[config.mk]
export PLATFORM = sky130hd
export DESIGN_NAME = erf_ctrl
export DESIGN_NICKNAME = d
export VERILOG_FILES = /design/src/rtl/erf_pkg.sv /design/src/rtl/erf_ctrl.sv
export SDC_FILE = /design/constraint.sdc
export NUM_CORES = 1
export LEC_CHECK = 0
export ABC_CLOCK_PERIOD_IN_PS = 1900
export BUFFER_PORTS_ARGS = -buffer_cell sky130_fd_sc_hd__buf_2
export CAP_MARGIN = 20
export CORE_AREA = 2 2 39 41
export DETAILED_ROUTE_END_ITERATION = 6
export DIE_AREA = 0 0 41 43
export PLACE_DENSITY = 0.49
export SYNTH_ARGS = -nofsm -noshare
export SYNTH_HDL_FRONTEND = slang
export SYNTH_SLANG_ARGS = --single-unit
export TNS_END_PERCENT = 30
[constraint.sdc]
create_clock -name i_clk -period 1.9 [get_ports i_clk]
set_clock_uncertainty 0.1 [all_clocks]
set_input_delay 0.095 -clock i_clk [delete_from_list [all_inputs] [get_ports i_clk]]
set_output_delay 0.095 -clock i_clk [all_outputs]
set_load 0.03 [all_outputs]
[src/rtl/erf_pkg.sv]
package erf_pkg;

    localparam int DEPTH_DEFAULT = 64;
    localparam int TYPE_W        = 3;
    localparam int ARG_W         = 32;
    localparam int STAMP_W       = 64;
    localparam int CNT_W_DEFAULT = $clog2(DEPTH_DEFAULT + 1);

    typedef enum logic [1:0] {
        CMD_PUSH  = 2'd0,
        CMD_POP   = 2'd1,
        CMD_PEEK  = 2'd2,
        CMD_DRAIN = 2'd3
    } t_cmd;

    typedef enum logic [1:0] {
        ST_IDLE,
        ST_PUSH,
        ST_READ,
        ST_DRAIN
    } t_state;

    typedef struct packed {
        logic [TYPE_W-1:0]        ev_type;
        logic signed [ARG_W-1:0]  arg_first;
        logic signed [ARG_W-1:0]  arg_second;
        logic [STAMP_W-1:0]       stamp;
    } t_rec;

    // controller -> datapath
    typedef struct packed {
        logic capture;
        logic do_push;
        logic do_pop;
        logic drain_step;
        logic load_out;
    } t_dp_ctl;

    // datapath -> controller
    typedef struct packed {
        t_cmd cmd;
        logic empty;
        logic full;
        logic out_busy;
    } t_dp_sts;

endpackage

[src/rtl/erf_ctrl.sv]
module erf_ctrl (
    input  logic             i_clk,
    input  logic             i_rst_n,
    input  logic             i_in_valid,
    input  erf_pkg::t_cmd    i_in_cmd,
    output logic             o_in_ready,
    output erf_pkg::t_dp_ctl o_ctl,
    input  erf_pkg::t_dp_sts i_sts
);
    import erf_pkg::*;

    t_state r_state;
    t_state n_state;

    always_ff @(posedge i_clk) begin
        if (!i_rst_n) begin
            r_state <= ST_IDLE;
        end else begin
            r_state <= n_state;
        end
    end

    always_comb begin
        n_state = r_state;
        unique case (r_state)
            ST_IDLE: begin
                if (i_in_valid) begin
                    unique case (i_in_cmd)
                        CMD_PUSH:            n_state = ST_PUSH;
                        CMD_POP, CMD_PEEK:   n_state = ST_READ;
                        CMD_DRAIN:           n_state = ST_DRAIN;
                        default:             n_state = ST_IDLE;
                    endcase
                end
            end
            ST_PUSH, ST_READ: begin
                if (!i_sts.out_busy) n_state = ST_IDLE;
            end
            ST_DRAIN: begin
                if (i_sts.empty && !i_sts.out_busy) n_state = ST_IDLE;
            end
            default: n_state = ST_IDLE;
        endcase
    end

    always_comb begin
        o_in_ready = 1'b0;
        o_ctl      = '0;
        unique case (r_state)
            ST_IDLE: begin
                o_in_ready    = 1'b1;
                o_ctl.capture = i_in_valid;
            end
            ST_PUSH: begin
                o_ctl.load_out = !i_sts.out_busy;
                o_ctl.do_push  = !i_sts.out_busy && !i_sts.full;
            end
            ST_READ: begin
                o_ctl.load_out = !i_sts.out_busy;
                o_ctl.do_pop   = !i_sts.out_busy && !i_sts.empty && (i_sts.cmd == CMD_POP);
            end
            ST_DRAIN: begin
                o_ctl.drain_step = !i_sts.empty;
                o_ctl.load_out   = i_sts.empty && !i_sts.out_busy;
            end
            default: begin
                o_in_ready = 1'b0;
            end
        endcase
    end

endmodule

Word level (Yosys, flattened, before mapping)
Index checks and enable logic that the tools add are counted.
{"block": "totals", "register_bits": 2, "input_bits": 10, "out_inout_bits": 6, "wordCells": 34}
{"block": "op_classes", "n_eq_ne": 10, "muxes": 11, "reduce_logical": 12}
{"op": "2-bit case mux with 3 select lines", "count": 2}
{"op": "2-bit == test (second input constant)", "count": 4}
{"op": "2-bit by 1-bit == test with 1-bit output (second input constant)", "count": 3}
{"op": "2-bit two-way mux", "count": 3}
{"op": "2-bit inequality test (second input constant)", "count": 3}
{"op": "1-bit two-way mux", "count": 5}
{"op": "1-bit logical AND", "count": 4}
{"op": "2-bit zero test", "count": 2}
{"op": "2-bit OR reduction", "count": 2}
{"op": "1-bit zero test", "count": 3}
{"op": "3-bit AND reduction", "count": 1}
{"op": "1-bit case mux with 2 select lines", "count": 1}

Logic depth before layout (Yosys ltp)
{"block": "logic_depth", "depth_word": 5, "ltp_mapped": 5}

Worst setup path before layout
Ideal clock, no wire load.
{"block": "synth_timing", "path_kind": "register to output", "startpoint": "reg r_state[0]", "endpoint": "out o_ctl[0] (netlist name)", "t_arrival_ns": 1.500, "path_slack_ns": 0.205, "path_stages_with_launch": 4, "path_buffers": 0, "path_cell_list": "dfxtp_1 inv_1 ha_1 nor3_1"}
{"element": "start: declaration", "line": "erf_ctrl.sv:12", "source": "t_state r_state;"}
{"element": "start signal: assignment", "line": "erf_ctrl.sv:19", "source": "r_state <= n_state;"}
{"element": "end: declaration", "line": "erf_ctrl.sv:7", "source": "output erf_pkg::t_dp_ctl o_ctl,"}

==> reports/qor.csv <==
stage,metric,value,unit
finish,finalNonFillerCells,62,
cts,clock_sinks,2,
finish,largest_register_ff_count,2,
routing,dr.first_iter.drc_count,0,
timing,max_slew.worst_pin.slew,335,ps
synth,seq_area_frac_synth,15.6,%
global_routing,antenna_found_initial,0,
floorplanning,ioPinCount,16,
timing,finalHoldViolCount,0,
floorplanning,core,1380,um2
timing,finalCritPeriodShare,85.5,%
finish,areaGrowthSynthToFinish,45.9,%
status,status,"finished, final reports clean",
floorplanning,start_util,18.5,%
setup_path,timing.critical_path.fanout_max,4,
floorplanning,die_w,41,um
cts,cts_tree,done,
place,dpl.hpwl,441,um
cts,cts_setup_buffers,0,
finish,nets,64,
synth,synthTopCellsByArea,"ha_1 29%, dfxtp_1 16%, a2111oi_4 11%",
routing,drc,0,
timing,max_freq,616,MHz
place,gp_congestion,0.619,
timing,report.final.slew_viol_count,0,
routing,vias,250,
floorplanning,die_h,43,um
synth,syn_area,256,um2
routing,antenna_left,0,
timing,rsz0062_at_grt,false,
synth,synth_top_cell_by_area,ha_1,
cts,htreeDepth,1,
power_and_ir_drop,p_leak,0.000194,uW
synth,yosys_warnings,0,
routing,routed_wirelength,532,um
cts,cts_resized,0,
finish,drive_gt1_share,45.7,%
synth,synth_fp_nets,44,
routing,wl_per_cell,8.58,um
floorplanning,die-area,1760,um2
flow_run,maxCapViolCount,0,
setup_path,crit_required,1700,ps
cts,cts-root-buf,clkbuf_4,
global_routing,grt_pass1_vias,250,
cts,cts.path.max_buffers,2,
setup_path,arrival,1430,ps
global_routing,grt_overflow,0,
setup_path,end_kind,primary output,
synth,synthCells,28,
finish,top_regs,r_state: 2 flops,
setup_path,start_kind,flop,
cts,cts_inserted_buffers,3,
setup_path,rrSetupSlack,310,ps
place,place_inst,59,
cts,hold_buffers,0,
routing,first_pass_iters,1,
min_path,hp-class,in -> reg,
place,portBuffers,15,
global_routing,grt_max_degree,6,
cts,path_clk_slew,30,ps
finish,largest_register,r_state,
finish,num_antenna_cells,0,
floorplanning,core.rowCount,14,
cts,clkLatencyLatePin,220,ps
global_routing,grt.total_usage,7.61,%
power_and_ir_drop,peakVddDrop,0.387,mV
timing,tns,0,ps
finish,final_common_cell,buf_2,
routing,via_per_inst,4.03,
power_and_ir_drop,powerDensity,1160,nW/um2
timing,setup_viol,0,
synth,synth_cell_type_count,15,
timing,layout_min_cycle_time,1620,ps
timing,slew_headroom,77.6,%
synth,ys_ff_latch,2,
global_routing,grt_pass1_wl,855,um
setup_path,critPathKind,reg -> out,
finish,layout_common_cells,"15 x buf_2, 6 x ha_1, 4 x inv_1, 3 x nand2_1, 3 x clkbuf_4",
synth,synth_top_area_share,29.3,%
synth,avgSynthCellArea,9.16,um2
==> per-stage QoR <==
stage               utilization (%)  instance area [um2]  hold WS, ps  power [uW]  setup WS [ps]
floorplan                         -                  256          141         283            205
global placement               25.4                  352          295         347            331
detailed placement             25.4                  352          287         344            296
CTS                            27.0                  374         50.5         448            255
global route                   27.0                  374         65.9         475            162
finish                         27.0                  374         58.9         434            275
==> routing by layer <==
metal  up-vias  wire [um]  GRT usage (%)
met1       110        211           7.64
met5         -          0              0
met4         0          0           8.00
met3         0         33           1.57
met2         9        286           11.6
li1        131          -              -
==> Yosys cell counts, drive strengths merged <==
| cell type | n |
|---|---|
| a2111oi | 1 |
| a21oi | 1 |
| and2 | 2 |
| dfxtp | 2 |
| ha | 6 |
| inv | 4 |
| mux2i | 2 |
| nand2 | 3 |
| nand3b | 2 |
| nor2b | 2 |
| nor3 | 1 |
| nor3b | 1 |
| nor4 | 1 |
==> worst max-delay path, cell delays in order, from the launching register on <==
cell and delay, ps:
dfxtp_1 370, inv_1 100, ha_1 340, a21oi_1 60
nor3_1 120, buf_2 220
==> kinds of logic (layout without fill, tap and decap cells) <==
logic type | after synthesis | after routing | share of synthesized area (%)
buffers and inverters | 4 | 22 | 5.85
AOI/OAI and AO/OA | 2 | 2 | 12.7
DFF | 2 | 2 | 15.6
muxes | 2 | 2 | 7.81
adders and majority gates | 6 | 6 | 29.3
and+or+nand+nor | 12 | 12 | 28.8
==> report_power, final <==
part	leakage, uW	switching [uW]	internal, uW
clock network	0.0000138	23.2	69.6
registers	0.0000165	15.9	57.9
logic	0.000164	155	113
==> path summary, 6_finish.rpt <==
| path | end | startpoint | depth (start not counted) |
|---|---|---|---|
| max | o_ctl[0] | r_state[1] | 5 |
| min | r_state[1] | i_rst_n | 3 |
| max reg2reg | r_state[0] | r_state[0] | 5 |
| min reg2reg | r_state[0] | r_state[0] | 2 |
==> cell type report <==
cell class                      instances  area [um2]
Clock buffer                            3        22.5
Fill cell                             162        1010
Inverter                                4        15.0
Multi-Input combinational cell         22         201
Sequential cell                         2        40.0
Tap cell                               16        20.0
Timing Repair Buffer                   15        75.1
Power figures use the tool's default switching activity.
